## config.mk

```make
export PLATFORM = sky130hd
export DESIGN_NAME = parallel_led_wire_encoder_flat
export DESIGN_NICKNAME = d
export VERILOG_FILES = /design/src/sv/plwe_pkg.sv /design/src/sv/plwe_if.sv /design/src/sv/plwe_front.sv /design/src/sv/plwe_queue.sv /design/src/sv/plwe_back.sv /design/src/sv/parallel_led_wire_encoder.sv /design/src/flat_wrapper.sv
export SDC_FILE = /design/constraint.sdc
export NUM_CORES = 1
export LEC_CHECK = 0
export ABC_AREA = 1
export BUFFER_PORTS_ARGS = -buffer_cell sky130_fd_sc_hd__buf_4
export CORE_MARGIN = 8
export CORE_UTILIZATION = 55
export CTS_BUF_LIST = sky130_fd_sc_hd__clkbuf_8
export DETAILED_ROUTE_END_ITERATION = 10
export PLACE_DENSITY = 0.87
export SETUP_SLACK_MARGIN = 0.5
export SYNTH_ARGS = -nofsm -noshare
export SYNTH_HDL_FRONTEND = slang
export SYNTH_SLANG_ARGS = --single-unit
```

## constraint.sdc

```tcl
create_clock -name clk_i -period 4.1 [get_ports clk_i]
set_clock_uncertainty 0.1 [all_clocks]
set_input_delay 0.205 -clock clk_i [delete_from_list [all_inputs] [get_ports clk_i]]
set_output_delay 0.205 -clock clk_i [all_outputs]
set_load 0.005 [all_outputs]
```

## src/sv/plwe_pkg.sv

```systemverilog
// Package for the parallel LED wire encoder: queue entry type, wire word
// constants and the slice transpose and spread functions. No dependencies.
package plwe_pkg;

  localparam int unsigned PORTS     = 8;
  localparam int unsigned BYTE_W    = 8;
  localparam int unsigned WORD_W    = 16;
  localparam int unsigned BIT_IDX_W = 3;

  localparam logic [WORD_W-1:0] WIRE_BASE = 16'h0010;

  typedef logic [PORTS-1:0][BYTE_W-1:0] plwe_ports_t;
  typedef logic [BYTE_W-1:0][WORD_W-1:0] plwe_words_t;

  // One decoded item: the data word for each bit position plus the latch flag.
  typedef struct packed {
    plwe_words_t data_words;
    logic        frame_end;
  } plwe_entry_t;

  // Fixed wire bit placement of a slice byte on top of the base pattern.
  function automatic logic [WORD_W-1:0] spread(input logic [BYTE_W-1:0] q);
    logic [WORD_W-1:0] w;
    w     = WIRE_BASE;
    w[10] = w[10] | q[0];
    w[14] = w[14] | q[1];
    w[2]  = w[2]  | q[2];
    w[6]  = w[6]  | q[3];
    w[9]  = w[9]  | q[4];
    w[13] = w[13] | q[5];
    w[1]  = w[1]  | q[6];
    w[5]  = w[5]  | q[7];
    return w;
  endfunction

  // Ports 4..7 land in slice bits 0..3, ports 0..3 in slice bits 4..7.
  function automatic logic [BYTE_W-1:0] slice_at(input plwe_ports_t ports,
                                                 input logic [BIT_IDX_W-1:0] pos);
    logic [BYTE_W-1:0] s;
    s = '0;
    for (int p = 0; p < 4; p++) begin
      s[p]     = ports[4 + p][pos];
      s[4 + p] = ports[p][pos];
    end
    return s;
  endfunction

  localparam logic [WORD_W-1:0] SPREAD_HIGH = 16'h6676;
  localparam logic [WORD_W-1:0] SPREAD_LOW  = 16'h0010;

endpackage

```

## src/sv/plwe_if.sv

```systemverilog
// Valid/ready channel interfaces of the parallel LED wire encoder.
// Depends on nothing; widths match the fields of plwe_pkg.
interface plwe_in_if;
  logic       valid;
  logic       ready;
  logic [7:0] port0_byte;
  logic [7:0] port1_byte;
  logic [7:0] port2_byte;
  logic [7:0] port3_byte;
  logic [7:0] port4_byte;
  logic [7:0] port5_byte;
  logic [7:0] port6_byte;
  logic [7:0] port7_byte;
  logic       frame_end;

  modport source (
    output valid, port0_byte, port1_byte, port2_byte, port3_byte,
           port4_byte, port5_byte, port6_byte, port7_byte, frame_end,
    input  ready
  );
  modport sink (
    input  valid, port0_byte, port1_byte, port2_byte, port3_byte,
           port4_byte, port5_byte, port6_byte, port7_byte, frame_end,
    output ready
  );
endinterface

interface plwe_out_if;
  logic        valid;
  logic        ready;
  logic [15:0] wire_word;
  logic        run_last;

  modport source (output valid, wire_word, run_last, input ready);
  modport sink   (input  valid, wire_word, run_last, output ready);
endinterface

```

## src/sv/plwe_front.sv

```systemverilog
// Front end: accepts input beats, transposes and spreads all eight slices.
// Depends on plwe_pkg and plwe_in_if.
module plwe_front
  import plwe_pkg::*;
(
  plwe_in_if.sink     in_i,
  input  logic        full_i,
  output logic        push_o,
  output plwe_entry_t entry_o
);

  plwe_ports_t ports;

  assign ports = {in_i.port7_byte, in_i.port6_byte, in_i.port5_byte,
                  in_i.port4_byte, in_i.port3_byte, in_i.port2_byte,
                  in_i.port1_byte, in_i.port0_byte};

  assign in_i.ready = !full_i;
  assign push_o     = in_i.valid && !full_i;

  always_comb begin
    for (int b = 0; b < BYTE_W; b++) begin
      entry_o.data_words[b] = spread(slice_at(ports, BIT_IDX_W'(b)));
    end
    entry_o.frame_end = in_i.frame_end;
  end

endmodule

```

## src/sv/plwe_queue.sv

```systemverilog
// Small FIFO of decoded items between the front and back ends.
// Depends on plwe_pkg.
module plwe_queue
  import plwe_pkg::*;
#(
  parameter int unsigned Depth = 2
) (
  input  logic        clk_i,
  input  logic        rst_ni,
  input  logic        push_i,
  input  plwe_entry_t entry_i,
  input  logic        pop_i,
  output logic        full_o,
  output logic        valid_o,
  output plwe_entry_t entry_o
);

  localparam int unsigned PtrW = (Depth > 1) ? $clog2(Depth) : 1;
  localparam int unsigned CntW = $clog2(Depth + 1);
  localparam logic [PtrW-1:0] LastPtr = PtrW'(Depth - 1);
  localparam logic [CntW-1:0] FullCnt = CntW'(Depth);

  plwe_entry_t         mem_q [Depth];
  logic [PtrW-1:0]     wr_ptr_q, wr_ptr_d;
  logic [PtrW-1:0]     rd_ptr_q, rd_ptr_d;
  logic [CntW-1:0]     count_q, count_d;

  assign full_o  = (count_q == FullCnt);
  assign valid_o = (count_q != '0);
  assign entry_o = mem_q[rd_ptr_q];

  always_comb begin
    wr_ptr_d = wr_ptr_q;
    rd_ptr_d = rd_ptr_q;
    count_d  = count_q;
    if (push_i) begin
      wr_ptr_d = (wr_ptr_q == LastPtr) ? '0 : wr_ptr_q + 1'b1;
    end
    if (pop_i) begin
      rd_ptr_d = (rd_ptr_q == LastPtr) ? '0 : rd_ptr_q + 1'b1;
    end
    if (push_i && !pop_i) begin
      count_d = count_q + 1'b1;
    end else if (!push_i && pop_i) begin
      count_d = count_q - 1'b1;
    end
  end

  always_ff @(posedge clk_i or negedge rst_ni) begin
    if (!rst_ni) begin
      wr_ptr_q <= '0;
      rd_ptr_q <= '0;
      count_q  <= '0;
    end else begin
      wr_ptr_q <= wr_ptr_d;
      rd_ptr_q <= rd_ptr_d;
      count_q  <= count_d;
    end
  end

  always_ff @(posedge clk_i) begin
    if (push_i) begin
      mem_q[wr_ptr_q] <= entry_i;
    end
  end

endmodule

```

## src/sv/plwe_back.sv

```systemverilog
// Back end: walks each item's bit positions and emits one wire word per beat
// through a registered output. Depends on plwe_pkg and plwe_out_if.
module plwe_back
  import plwe_pkg::*;
(
  input  logic        clk_i,
  input  logic        rst_ni,
  input  logic        valid_i,
  input  plwe_entry_t entry_i,
  output logic        pop_o,
  plwe_out_if.source  out_o
);

  typedef enum logic [1:0] {
    PH_HIGH,
    PH_DATA,
    PH_LOW,
    PH_LATCH
  } phase_e;

  phase_e               phase_q, phase_d;
  logic [BIT_IDX_W-1:0] bit_q, bit_d;
  logic                 active_q, active_d;
  plwe_entry_t          cur_q, cur_d;
  logic                 out_valid_q, out_valid_d;
  logic [WORD_W-1:0]    word_q, word_d;
  logic                 last_q, last_d;

  logic                 can_load;
  logic                 emit;
  logic [WORD_W-1:0]    word_sel;
  logic                 last_sel;

  assign can_load = !out_valid_q || out_o.ready;
  assign emit     = active_q && can_load;

  always_comb begin
    word_sel = SPREAD_LOW;
    last_sel = 1'b0;
    unique case (phase_q)
      PH_HIGH:  word_sel = SPREAD_HIGH;
      PH_DATA:  word_sel = cur_q.data_words[bit_q];
      PH_LOW: begin
        word_sel = SPREAD_LOW;
        last_sel = (bit_q == '0) && !cur_q.frame_end;
      end
      PH_LATCH: begin
        word_sel = SPREAD_LOW;
        last_sel = 1'b1;
      end
      default: begin
        word_sel = SPREAD_LOW;
        last_sel = 1'b0;
      end
    endcase
  end

  always_comb begin
    phase_d     = phase_q;
    bit_d       = bit_q;
    active_d    = active_q;
    cur_d       = cur_q;
    out_valid_d = out_valid_q && !out_o.ready;
    word_d      = word_q;
    last_d      = last_q;
    pop_o       = 1'b0;

    if (emit) begin
      out_valid_d = 1'b1;
      word_d      = word_sel;
      last_d      = last_sel;
      if (last_sel) begin
        // Pick up the next item right away so words keep flowing.
        active_d = valid_i;
        pop_o    = valid_i;
        cur_d    = entry_i;
        phase_d  = PH_HIGH;
        bit_d    = BIT_IDX_W'(BYTE_W - 1);
      end else begin
        unique case (phase_q)
          PH_HIGH: phase_d = PH_DATA;
          PH_DATA: phase_d = PH_LOW;
          PH_LOW: begin
            if (bit_q == '0) begin
              phase_d = PH_LATCH;
            end else begin
              phase_d = PH_HIGH;
              bit_d   = bit_q - 1'b1;
            end
          end
          default: phase_d = PH_HIGH;
        endcase
      end
    end else if (!active_q && valid_i) begin
      active_d = 1'b1;
      pop_o    = 1'b1;
      cur_d    = entry_i;
      phase_d  = PH_HIGH;
      bit_d    = BIT_IDX_W'(BYTE_W - 1);
    end
  end

  always_ff @(posedge clk_i or negedge rst_ni) begin
    if (!rst_ni) begin
      phase_q     <= PH_HIGH;
      bit_q       <= '0;
      active_q    <= 1'b0;
      cur_q       <= '0;
      out_valid_q <= 1'b0;
      word_q      <= '0;
      last_q      <= 1'b0;
    end else begin
      phase_q     <= phase_d;
      bit_q       <= bit_d;
      active_q    <= active_d;
      cur_q       <= cur_d;
      out_valid_q <= out_valid_d;
      word_q      <= word_d;
      last_q      <= last_d;
    end
  end

  assign out_o.valid     = out_valid_q;
  assign out_o.wire_word = word_q;
  assign out_o.run_last  = last_q;

endmodule

```

## src/sv/parallel_led_wire_encoder.sv

```systemverilog
// Parallel LED wire encoder, top level. Depends on plwe_pkg, plwe_if,
// plwe_front, plwe_queue and plwe_back.
// An item's first wire word passes the queue, the back end's item register
// and the output register. Each item gives 24 words, 25 with frame_end set;
// the single output word port, one word per cycle while out_o.ready holds,
// sets the item rate. Reset at once clears the queue and any pending word.
module parallel_led_wire_encoder
  import plwe_pkg::*;
#(
  parameter int unsigned QueueDepth = 2
) (
  input  logic       clk_i,
  input  logic       rst_ni,
  plwe_in_if.sink    in_i,
  plwe_out_if.source out_o
);

  // The front end transposes the eight port bytes into slices and spreads
  // every slice to its wire word in the cycle of the input beat. The whole
  // decoded item then waits in the queue, so new beats are taken while the
  // back end is still streaming an earlier item.
  logic        push;
  logic        full;
  plwe_entry_t front_entry;

  // The back end pops one item at a time and emits, for each bit position
  // from the most significant down, the high word, the data word and the
  // low word, and then the latch word when the item closes a frame. It pops
  // the next item in the cycle that it emits the last word of the current
  // one, so consecutive items stream without a gap.
  logic        pop;
  logic        q_valid;
  plwe_entry_t q_entry;

  plwe_front u_front (
    .in_i    (in_i),
    .full_i  (full),
    .push_o  (push),
    .entry_o (front_entry)
  );

  plwe_queue #(
    .Depth (QueueDepth)
  ) u_queue (
    .clk_i   (clk_i),
    .rst_ni  (rst_ni),
    .push_i  (push),
    .entry_i (front_entry),
    .pop_i   (pop),
    .full_o  (full),
    .valid_o (q_valid),
    .entry_o (q_entry)
  );

  plwe_back u_back (
    .clk_i   (clk_i),
    .rst_ni  (rst_ni),
    .valid_i (q_valid),
    .entry_i (q_entry),
    .pop_o   (pop),
    .out_o   (out_o)
  );

endmodule
```

## src/flat_wrapper.sv

```systemverilog
// flat-port wrapper written by rule: the top's interface ports become plain ports
module parallel_led_wire_encoder_flat import plwe_pkg::*;
#(
  parameter int unsigned QueueDepth = 2
)
  (clk_i, rst_ni, in_i_valid, in_i_port0_byte, in_i_port1_byte, in_i_port2_byte, in_i_port3_byte, in_i_port4_byte, in_i_port5_byte, in_i_port6_byte, in_i_port7_byte, in_i_frame_end, in_i_ready, out_o_valid, out_o_wire_word, out_o_run_last, out_o_ready);
  plwe_in_if in_i_i ();
  plwe_out_if out_o_i ();
  input  logic clk_i;
  input  logic rst_ni;
  input wire logic [$bits(in_i_i.valid)-1:0] in_i_valid;
  input wire logic [$bits(in_i_i.port0_byte)-1:0] in_i_port0_byte;
  input wire logic [$bits(in_i_i.port1_byte)-1:0] in_i_port1_byte;
  input wire logic [$bits(in_i_i.port2_byte)-1:0] in_i_port2_byte;
  input wire logic [$bits(in_i_i.port3_byte)-1:0] in_i_port3_byte;
  input wire logic [$bits(in_i_i.port4_byte)-1:0] in_i_port4_byte;
  input wire logic [$bits(in_i_i.port5_byte)-1:0] in_i_port5_byte;
  input wire logic [$bits(in_i_i.port6_byte)-1:0] in_i_port6_byte;
  input wire logic [$bits(in_i_i.port7_byte)-1:0] in_i_port7_byte;
  input wire logic [$bits(in_i_i.frame_end)-1:0] in_i_frame_end;
  output wire logic [$bits(in_i_i.ready)-1:0] in_i_ready;
  output wire logic [$bits(out_o_i.valid)-1:0] out_o_valid;
  output wire logic [$bits(out_o_i.wire_word)-1:0] out_o_wire_word;
  output wire logic [$bits(out_o_i.run_last)-1:0] out_o_run_last;
  input wire logic [$bits(out_o_i.ready)-1:0] out_o_ready;
  assign in_i_i.valid = in_i_valid;
  assign in_i_i.port0_byte = in_i_port0_byte;
  assign in_i_i.port1_byte = in_i_port1_byte;
  assign in_i_i.port2_byte = in_i_port2_byte;
  assign in_i_i.port3_byte = in_i_port3_byte;
  assign in_i_i.port4_byte = in_i_port4_byte;
  assign in_i_i.port5_byte = in_i_port5_byte;
  assign in_i_i.port6_byte = in_i_port6_byte;
  assign in_i_i.port7_byte = in_i_port7_byte;
  assign in_i_i.frame_end = in_i_frame_end;
  assign in_i_ready = in_i_i.ready;
  assign out_o_valid = out_o_i.valid;
  assign out_o_wire_word = out_o_i.wire_word;
  assign out_o_run_last = out_o_i.run_last;
  assign out_o_i.ready = out_o_ready;
  parallel_led_wire_encoder #(.QueueDepth(QueueDepth)) u_core (.clk_i(clk_i), .rst_ni(rst_ni), .in_i(in_i_i), .out_o(out_o_i));
endmodule
```

==> out/qor.txt, run 1 <==
Status -> completed
Most frequent cells in the layout -> 425 x nand2_1, 130 x edfxtp_1, 86 x buf_4, 86 x dfrtp_1, 67 x dlygate4sd3_1
Detailed-route wire length -> 19.3 mm
Setup TNS -> 0 ps
Die area -> 20400 um2
Clock-pin transition on the worst setup and hold timing paths -> 60 ps
Largest net degree at the start of global routing -> 88
Switching Share -> 37.3%
Final min period -> 2750 ps
Clock buffer depth -> 3
Synth Register Bits -> 217
Peak VDD IR -> 443 uV
CTS tree -> done
Nets -> 1088
IO Pins -> 88
Cell-internal power -> 5.12 mW
Hold Path Class -> in -> reg
Max cap viols -> 0
Synth top area cells -> edfxtp_1 44%, dfrtp_1 25%, nand2_1 18%
Via count -> 6440
Initial Util -> 55.9%
Die W -> 143 um
Syn_area_per_cell -> 10.2 um2
CP Data Arrival Time -> 3080 ps
Leak -> 5.00 nW
TritonCTS buffer count -> 31
GR Overflow Total -> 0
GRT Overall Usage -> 19.5%
Ant diodes -> 0
Global-route wire length before repair -> 32.0 mm
P per Cell Area -> 747 nW/um2
DR pass1 iterations -> 5
Drt first-iter violations -> 664
Synth area leader -> edfxtp_1
Critical R2R Launch -> u_core.u_back.bit_q[1]
Residual DRC -> 0
Post-layout power -> 8.17 mW
Register area share after synthesis -> 68.8%
Port Buffer Count -> 80
Core Footprint -> 15800 um2
RSZ-0062 raised after global routing -> false
Clock power frac -> 23.1%
Vias in the first global route -> 6655
Pins Over Slew Limit -> 0
Routed WL per cell -> 15.4 um
Post-DR vias/cell -> 5.13
Unique masters post-synth -> 26
Clock latency at the later pin of the worst-skew pair -> 550 ps
DP HPWL -> 11.6 mm
Highest clock rate -> 0.364 GHz
Slew margin rel. -> 20.8%
Sequential share of power -> 42.0%
Cells after Synth -> 871
Least-Margin Pin Slew -> 1190 ps
Hold endpoint -> u_core.u_queue.wr_ptr_q
Slowest-stage cell, CP -> dfrtp_1
Yosys top cell area share -> 44.2%
Clk root buf -> clkbuf_8
Req. time, crit path -> 4430 ps
Yosys synthesis warning count -> 0
Die Span Y -> 143 um
Gate power share -> 34.9%
ANT nets after route -> 0
Area Growth Syn to Fin -> 23.7%
CP most frequent cell -> nand2_1
CTS H-tree lvls -> 1
Cts repair resizes -> 0
R2R Setup Slk -> 1350 ps
Critical path endpoint category -> flop
R2r endpoint -> u_core.u_back.cur_q[87]
Critical path, cell by cell -> clkinv_1 > ha_1 > nand2_4 > o21ai_2 > nand3_2 > nand2_2 > buf_4 > inv_2 > nand2_1 > nand2_1
Endpoints failing hold -> 0
Min-Delay Path Depth -> 5
# Post-CTS Setup Buffers -> 0
Syn Std Cell Area -> 8840 um2
GP Congestion -> 0.894
Layout cells sized above 1 -> 13.9%
Worst-path maximum fanout -> 56
Most common cell after layout, fill and taps aside -> nand2_1
Setup CP Type -> reg -> reg
Row cnt -> 46
Fin crit share -> 67.0%
Worst Min Path Start -> in_i_valid
Final Setup Violations -> 0
Initial antenna violation count -> 0
Clock sink total -> 217
Worst setup SP type -> flop
Sw Pwr -> 3.05 mW
Worst reg-to-reg path cell count -> 10
Slowest stage delay, CP -> 600 ps
==> stage by stage <==
stage,setup slack (ps),cells,instance area (um2),hold WS [ps],utilization (%)
2_1_floorplan,1270,877,8870,-191,-
3_3_place_gp,1570,1132,9560,290,60.4
3_5_place_dp,1440,1132,9560,293,60.4
4_1_cts,1390,1255,10900,52.1,69.1
5_1_grt,1120,1255,10900,120,69.1
6_report,1350,1255,10900,69.4,69.1
==> how the worst max path moves through the flow <==
| stage | startpoint | endpoint | slack (ps) | cells after the start |
|---|---|---|---|---|
| 4_1_cts | u_core.u_back.bit_q[1] | u_core.u_back.cur_q[74] | 1390 | 10 |
| 3_5_place_dp | u_core.u_back.bit_q[1] | u_core.u_back.cur_q[74] | 1440 | 10 |
| 6_report | u_core.u_back.bit_q[1] | u_core.u_back.cur_q[87] | 1350 | 10 |
| 3_3_place_gp | u_core.u_back.bit_q[1] | u_core.u_back.cur_q[0] | 1570 | 10 |
| 5_1_grt | u_core.u_back.bit_q[1] | u_core.u_back.cur_q[87] | 1120 | 10 |
| 2_1_floorplan | u_core.u_queue.count_q[0] | u_core.u_queue.mem_q[1][0] | 1270 | 4 |
==> metal layers <==
metal  vias up  GRT usage [%]  wire length (um)
met4         0           8.17               524
li1       3074              -                 -
met5         -              0                 0
met1      3057           25.0              8210
met3        43           2.60              1120
met2       266           32.7              9440
==> final cells by class <==
class                   count  area (um2)
clock buffers              39         537
repair buffers            155        1360
well taps                 216         270
inverters                  47         181
clock inverters            17         171
multi-input cells         564        2340
flip-flops and latches    217        6080
fillers                  1054        4890
==> what timing repair did <==
item                                    in CTS  in global routing
endpoints found under the setup margin       0                  0
hold buffers                                67                  0
hold endpoints to repair                   218                  0
==> cells in the mapped netlist (all sizes together) <==
| master | n |
|---|---|
| a21oi | 6 |
| a31oi | 1 |
| buf | 30 |
| clkbuf | 19 |
| clkinv | 3 |
| conb | 1 |
| dfrtp | 87 |
| edfxtp | 130 |
| ha | 3 |
| inv | 44 |
| nand2 | 428 |
| nand3 | 64 |
| nor2 | 13 |
| o21ai | 39 |
| xnor2 | 2 |
| xor2 | 1 |
==> state kept, by name (all words and copies together), names as in the netlist <==
name	cells
u_core.u_back.phase_q	2
u_core.u_back.out_o.wire_word	9
u_core.u_queue.rd_ptr_q	1
u_core.u_back.out_o.valid	1
u_core.u_queue.mem_q	130
u_core.u_back.bit_q	3
u_core.u_back.out_o.run_last	1
u_core.u_back.cur_q	66
u_core.u_back.active_q	1
u_core.u_queue.count_q	2
u_core.u_queue.wr_ptr_q	1
==> worst max-delay path: cells and delay by family, from the launching register on <==
kind | cells | cell delay, ps
buf+inv | 3 | 990
fa+ha+maj | 1 | 200
compound gates | 1 | 170
simple gates | 5 | 560
flops | 1 | 600
==> power by group through the flow <==
| stage | Sequential (mW) | Clock (mW) | Combinational [mW] |
|---|---|---|---|
| 2_1_floorplan | 3.33 | 0 | 2.13 |
| 3_3_place_gp | 3.42 | 0 | 2.61 |
| 3_5_place_dp | 3.45 | 0 | 2.75 |
| 4_1_cts | 3.42 | 1.90 | 2.84 |
| 5_1_grt | 3.49 | 2.01 | 3.24 |
| 6_report | 3.43 | 1.89 | 2.85 |
==> logic make-up (layout without fill, tap and decap cells) <==
logic type | Yosys count | after routing | share of synthesized area [%]
other | 1 | 7 | 0.0424
DFF | 217 | 217 | 68.8
AOI/OAI and AO/OA | 46 | 46 | 2.66
and+or+nand+nor | 505 | 505 | 22.6
buffers and inverters | 96 | 258 | 5.19
adders and majority gates | 3 | 3 | 0.425
xor gates and xnor gates | 3 | 3 | 0.297
No activity file was read; power rests on OpenSTA's default activity.
==> inputs of run 2 (changes only) <==
- clock period: 4.1 -> 2.37 ns (I/O delays scaled with it)
==> run 2 against run 1 <==
  * Sequential power rose by 71%
  * Die area is the same
  * Power grew 73%
  * Flip-flop and latch count did not move
  * Critical endpoint is now u_core.u_queue.count_q[1]
==> out/qor.txt, run 2 (same netlist as run 1, synthesis figures left out) <==
Status -> completed
GR peak layer -> met2
Least-Margin Pin Slew -> 715 ps (-471 ps)
Clock latency at the later pin of the worst-skew pair -> 520 ps (-30 ps)
Slew margin rel. -> 52.3% (+32 points)
Endpoints failing hold -> 0 (unchanged)
Port Buffer Count -> 80 (unchanged)
Die area -> 20400 um2 (unchanged)
Clk root buf -> clkbuf_8
CP Launch Point -> u_core.u_back.bit_q[1]
Worst setup SP type -> flop
Global routing usage on met3 -> 4.27% (+1.7 points)
DR pass1 iterations -> 5 (unchanged)
Worst-path maximum fanout -> 5 (-91%)
Setup CP Type -> reg -> reg
Die Span Y -> 143 um (unchanged)
Die W -> 143 um (unchanged)
Number of buffers and inverters on the critical path -> 1 (-2)
Global-route wire length before repair -> 31.5 mm (-1.5%)
Largest register by flop count -> u_core.u_queue.mem_q
Ant diodes -> 0 (unchanged)
Initial Util -> 55.9% (unchanged)
Clock buffer depth -> 3 (unchanged)
Fin crit share -> 78.6% (+12 points)
Largest net degree at the start of global routing -> 67 (-24%)
RSZ-0062 raised after global routing -> true
Initial antenna violation count -> 0 (unchanged)
Via count -> 6400 (-0.62%)
CP most frequent cell -> nand2_4
Row cnt -> 46 (unchanged)
R2r endpoint -> u_core.u_queue.count_q[1]
Critical path endpoint category -> flop
Core Util, Final -> 70.1% (+0.96 points)
Highest clock rate -> 0.537 GHz (+47%)
Routed WL per cell -> 14.6 um (-4.9%)
Critical R2R Launch -> u_core.u_back.bit_q[1]
Critical path, cell by cell -> clkinv_4 > ha_4 > nand2_4 > o21ai_4 > nand3_2 > nand2_4 > nand2_4 > ha_4 > a21oi_2 > o21ai_1 > xor2_1
Family with the most delay on the worst path -> flip-flops
Clock-pin transition on the worst setup and hold timing paths -> 60 ps (about the same)
CTS tree -> done
Peak VDD IR -> 729 uV (+65%)
Global routing usage on met2 -> 30.9% (-1.8 points)
Worst reg-to-reg path cell count -> 11 (+1)
Hold Path Class -> in -> reg
Post-DR vias/cell -> 5.01 (-2.4%)
Max reg flops -> 130 (unchanged)
Max cap viols -> 0 (unchanged)
R2R Setup Slk -> 510 ps (-850 ps)
TritonCTS buffer count -> 37 (+19%)
Req. time, crit path -> 2660 ps (-1770 ps)
Drt first-iter violations -> 590 (-11%)
Layout cells sized above 1 -> 15.9% (+2.1 points)
Area Growth Syn to Fin -> 25.4%
Final Setup Violations -> 0 (unchanged)
CP Data Arrival Time -> 2150 ps (-930 ps)
Slowest-stage cell, CP -> dfrtp_1
Slowest stage delay, CP -> 410 ps (-190 ps)
Grt met1 use -> 25.0% (-0.038 points)
Most frequent cells in the layout -> 423 x nand2_1, 130 x edfxtp_1, 97 x buf_4, 85 x dfrtp_1, 67 x dlygate4sd3_1
Clock sink total -> 217 (unchanged)
Core Footprint -> 15800 um2 (unchanged)
GRT Overall Usage -> 19.2% (-0.26 points)
Final min period -> 1860 ps (-885 ps)
Worst setup endpoint -> u_core.u_queue.count_q[1]
ANT nets after route -> 0 (unchanged)
GP Congestion -> 0.874 (-2.2%)
Pins Over Slew Limit -> 0 (unchanged)
IO Pins -> 88 (unchanged)
Most common cell after layout, fill and taps aside -> nand2_1
Setup TNS -> 0 ps (unchanged)
Leak -> 5.08 nW (+1.5%)
GR Overflow Total -> 0 (unchanged)
Vias in the first global route -> 6713 (+0.87%)
Detailed-route wire length -> 18.7 mm (-3.2%)
P per Cell Area -> 1280 nW/um2 (+71%)
Nets -> 1106 (+1.7%)
Cell count along the critical path -> 11 (+1)
Residual DRC -> 0 (unchanged)
DP HPWL -> 11.7 mm (+1.3%)
CTS H-tree lvls -> 2 (+1)
==> run 2: cell types whose count changed in the layout (fill, tap and decap cells not counted), moves of 3 or more <==
cell / previous run / this run
inv_1: 51 / 55
bufinv_16: 4 / 1
clkinvlp_4: 0 / 3
clkinv_2: 2 / 5
buf_4: 86 / 97
==> run 2: stage by stage <==
step | power (mW) | worst slack (ps) | std cells | hold WS [ps] | cell area, um2
3_5_place_dp | 10.9 | 340 | 1140 | 89.0 | 9690
3_3_place_gp | 10.7 | 379 | 1140 | 90.8 | 9690
4_1_cts | 14.2 | 517 | 1278 | 19.1 | 11100
5_1_grt | 15.2 | 429 | 1278 | 24.6 | 11100
6_report | 14.1 | 506 | 1278 | 32.8 | 11100
2_1_floorplan | 9.60 | 75.6 | 877 | -277 | 8970
==> run 2: power breakdown <==
group	switching (mW)	internal (mW)	total [mW]	leakage (nW)
logic	3.42	1.75	5.17	2.41
clock network	1.43	1.67	3.10	0.403
registers	0.514	5.36	5.87	2.26
==> run 2: how the worst min path moves through the flow <==
stage	start	endpoint	slack, ps	cells after the start
floorplan	rst_ni	u_core.u_back.active_q	-280	0
global placement	rst_ni	u_core.u_back.cur_q[98]	90	1
detailed placement	rst_ni	u_core.u_back.cur_q[118]	90	1
CTS	in_i_valid	u_core.u_queue.wr_ptr_q	20	5
global route	in_i_valid	u_core.u_queue.wr_ptr_q	20	5
finish	in_i_valid	u_core.u_queue.wr_ptr_q	30	5
==> run 2: cell type report <==
class                           instances  area, um2
Sequential cell                       217       6080
Fill cell                            1066       4740
Multi-Input combinational cell        564       2390
Timing Repair Buffer                  167       1460
Clock buffer                           40        551
Tap cell                              216        270
Inverter                               47        191
Clock inverter                         27        145
==> run 2: worst min-delay path: cells and delay by family <==
kind,cells,cell delay [ps]
buffers and inverters,2,230
and+or+nand+nor,3,240
==> run 2: layer usage <==
| metal | share of wire [%] | vias to the layer above |
|---|---|---|
| met3 | 6.4 | 39 |
| met4 | 2.4 | 0 |
| met5 | 0 | - |
| met1 | 44 | 3000 |
| met2 | 47 | 236 |
| li1 | - | 3125 |
==> run 2: timing repair <==
item                                   CTS  global route
setup endpoints to repair               70            23
pin swaps                                3             0
buffers inserted                         4             0
endpoints found under the hold margin  210             0
gates resized for setup                  2             0
hold buffers                            67             0
==> inputs of run 3 (changes only) <==
- clock period: 2.37 -> 1.7 ns (I/O delays scaled with it)
==> run 3 against run 2 <==
  * The run now ends with negative hold slack, negative setup slack left
  * Wire length is 39% higher
  * Fmax is 2.9% lower
  * Die area stayed put
  * Sequential power is 42% higher
  * Clock power is 33% higher
  * Setup slack worse by 730 ps
  * Critical path depth is 1 lower
  * Non-clock buffer count is 33 higher
  * Critical path type unchanged
  * Largest cell class unchanged
  * Largest power group is now combinational cells
==> out/qor.txt, run 3 (same netlist as run 1, synthesis figures left out) <==
Clock buffer depth -> 3 (unchanged)
CP Data Arrival Time -> 2260 ps (+110 ps)
Leak -> 5.38 nW (+5.9%)
GP Congestion -> 0.845 (-3.3%)
P per Cell Area -> 1930 nW/um2 (+51%)
Final min period -> 1920 ps (+56.6 ps)
Routed WL per cell -> 19.8 um (+36%)
Status -> complete, but fails checks
Area Growth Syn to Fin -> 32.9%
Wire length on met1 -> 9.18 mm (+12%)
Ant diodes -> 0 (unchanged)
Largest net degree at the start of global routing -> 88 (+31%)
RSZ-0062 raised after global routing -> true
Cts hold-fix bufs -> 66 (-1.5%)
Worst-path maximum fanout -> 20 (+15)
Initial Util -> 55.9% (unchanged)
Die area -> 20400 um2 (unchanged)
Hold Path Class -> in -> reg
Die Span Y -> 143 um (unchanged)
Clock-pin transition on the worst setup and hold timing paths -> 70 ps (about the same)
Max cap viols -> 0 (unchanged)
Slowest-stage cell, CP -> dfrtp_2
Vias in the first global route -> 7004 (+4.3%)
Clk root buf -> clkbuf_8
Fin crit share -> 113% (+34 points)
IO Pins -> 88 (unchanged)
Top Metal Used -> met4
Critical path, cell by cell -> clkinv_8 > ha_4 > nand2_4 > o21ai_4 > nand3_2 > nand2_2 > buf_6 > bufbuf_16 > nand2_1 > o21ai_0
Endpoints failing hold -> 2 (+2)
Post-DR vias/cell -> 5.72 (+14%)
Slowest stage delay, CP -> 460 ps (+50 ps)
Placed cell count -> 1157 (+1.5%)
Residual DRC -> 0 (unchanged)
Hold WS -> -258 ps (-291 ps)
CTS H-tree lvls -> 2 (unchanged)
ANT nets after route -> 0 (unchanged)
Failing checks -> negative hold slack, negative setup slack
TritonCTS buffer count -> 35 (-5.4%)
Critical R2R Launch -> u_core.u_back.bit_q[1]
Pins Over Slew Limit -> 0 (unchanged)
Number of buffers and inverters on the critical path -> 3 (+2)
DR pass1 iterations -> 7 (+2)
Row cnt -> 46 (unchanged)
GRT Overall Usage -> 21.8% (+2.6 points)
Most frequent cells in the layout -> 418 x nand2_1, 130 x edfxtp_1, 103 x buf_4, 85 x dfrtp_1, 66 x dlygate4sd3_1
Clock latency at the later pin of the worst-skew pair -> 530 ps (about the same)
Req. time, crit path -> 2040 ps (-620 ps)
Core Util, Final -> 74.2% (+4.2 points)
Max reg flops -> 130 (unchanged)
Most common cell after layout, fill and taps aside -> nand2_1
WL met2 -> 11.9 mm (+35%)
Worst setup SP type -> flop
Setup TNS -> -9890 ps (-9890 ps)
Die W -> 143 um (unchanged)
Post-layout power -> 22.6 mW (+60%)
Setup CP Type -> reg -> reg
Detailed-route wire length -> 25.9 mm (+39%)
Final Setup Violations -> 74 (+74)
Peak VDD IR -> 969 uV (+33%)
Critical path endpoint category -> flop
Layout Cells excl Fill -> 1308 (+2.3%)
Via count -> 7487 (+17%)
CTS tree -> done
Global-route wire length before repair -> 34.9 mm (+11%)
Nets -> 1137 (+2.8%)
DP HPWL -> 12.1 mm (+3.7%)
Port Buffer Count -> 80 (unchanged)
Worst Min Path Start -> out_o_ready
GR Overflow Total -> 0 (unchanged)
Initial antenna violation count -> 0 (unchanged)
Met3 WL -> 3.00 mm (+150%)
Drt first-iter violations -> 1151 (+95%)
R2R Setup Slk -> -220 ps (-730 ps)
Layout cells sized above 1 -> 20.2% (+4.3 points)
Family with the most delay on the worst path -> buffers and inverters
Hold endpoint -> u_core.u_back.out_o.valid
Min-Delay Path Depth -> 4 (-1)
Largest register by flop count -> u_core.u_queue.mem_q
Highest clock rate -> 0.521 GHz (-2.9%)
Cell count along the critical path -> 10 (-1)
Core Footprint -> 15800 um2 (unchanged)
Clock sink total -> 217 (unchanged)
Setup WS post-layout -> -220 ps (-727 ps)
R2r endpoint -> u_core.u_back.cur_q[98]
Worst reg-to-reg path cell count -> 10 (-1)
## run 3: changes by cell type in the layout (fill, tap and decap cells not counted), sizes merged
cell,before,now
buf,100,127
bufbuf,0,2
bufinv,1,0
clkbuf,40,43
clkinv,12,9
dlygate4sd3,67,66
inv,58,61
## run 3: routing by layer
layer | GRT usage [%] | vias up
met5 | 0 | -
li1 | - | 3187
met2 | 36.1 | 648
met1 | 26.7 | 3464
met4 | 10.3 | 0
met3 | 4.94 | 188
## run 3: how the worst max path moves through the flow
| stage | slack, ps | startpoint | end |
|---|---|---|---|
| after floorplan | -590 | u_core.u_back.bit_q[1] | u_core.u_queue.count_q[1] |
| after CTS | -120 | u_core.u_back.bit_q[1] | u_core.u_queue.count_q[1] |
| after global placement | -120 | u_core.u_back.bit_q[1] | u_core.u_queue.count_q[1] |
| final | -220 | u_core.u_back.bit_q[1] | u_core.u_back.cur_q[98] |
| after global routing | -260 | u_core.u_back.bit_q[1] | u_core.u_back.cur_q[75] |
| after detailed placement | -180 | u_core.u_back.bit_q[1] | u_core.u_queue.count_q[1] |
## run 3: per-stage QoR
stage | setup slack, ps | hold slack, ps | area, um2
floorplan | -585 | -311 | 9010
global placement | -116 | 57.0 | 9910
detailed placement | -181 | 52.6 | 9910
CTS | -125 | -216 | 11400
global route | -260 | -224 | 11800
finish | -220 | -258 | 11800
## run 3: report_power, final
group / internal [mW] / total, mW / switching, mW
registers: 7.47 / 8.35 / 0.876
logic: 3.81 / 10.2 / 6.34
clock network: 2.07 / 4.13 / 2.05
## run 3: tightest hold or removal path: stages
cell,delay [ps]
buf_4,70
inv_1,30
nand2_1,80
nand2_1,60
## run 3: repair_timing
action	CTS	global route
buffers inserted	4	6
pin swaps	14	12
gates cloned	4	7
setup endpoints to repair	228	228
hold endpoints to repair	219	1
gates resized for setup	17	31
## run 3: cell type report
cell class | instances | area (um2)
tap | 216 | 270
fill | 862 | 4080
clock inverter | 26 | 115
inverter | 47 | 199
timing repair buffer | 200 | 2060
sequential | 217 | 6080
clock buffer | 38 | 523
multi-input combinational | 564 | 2500
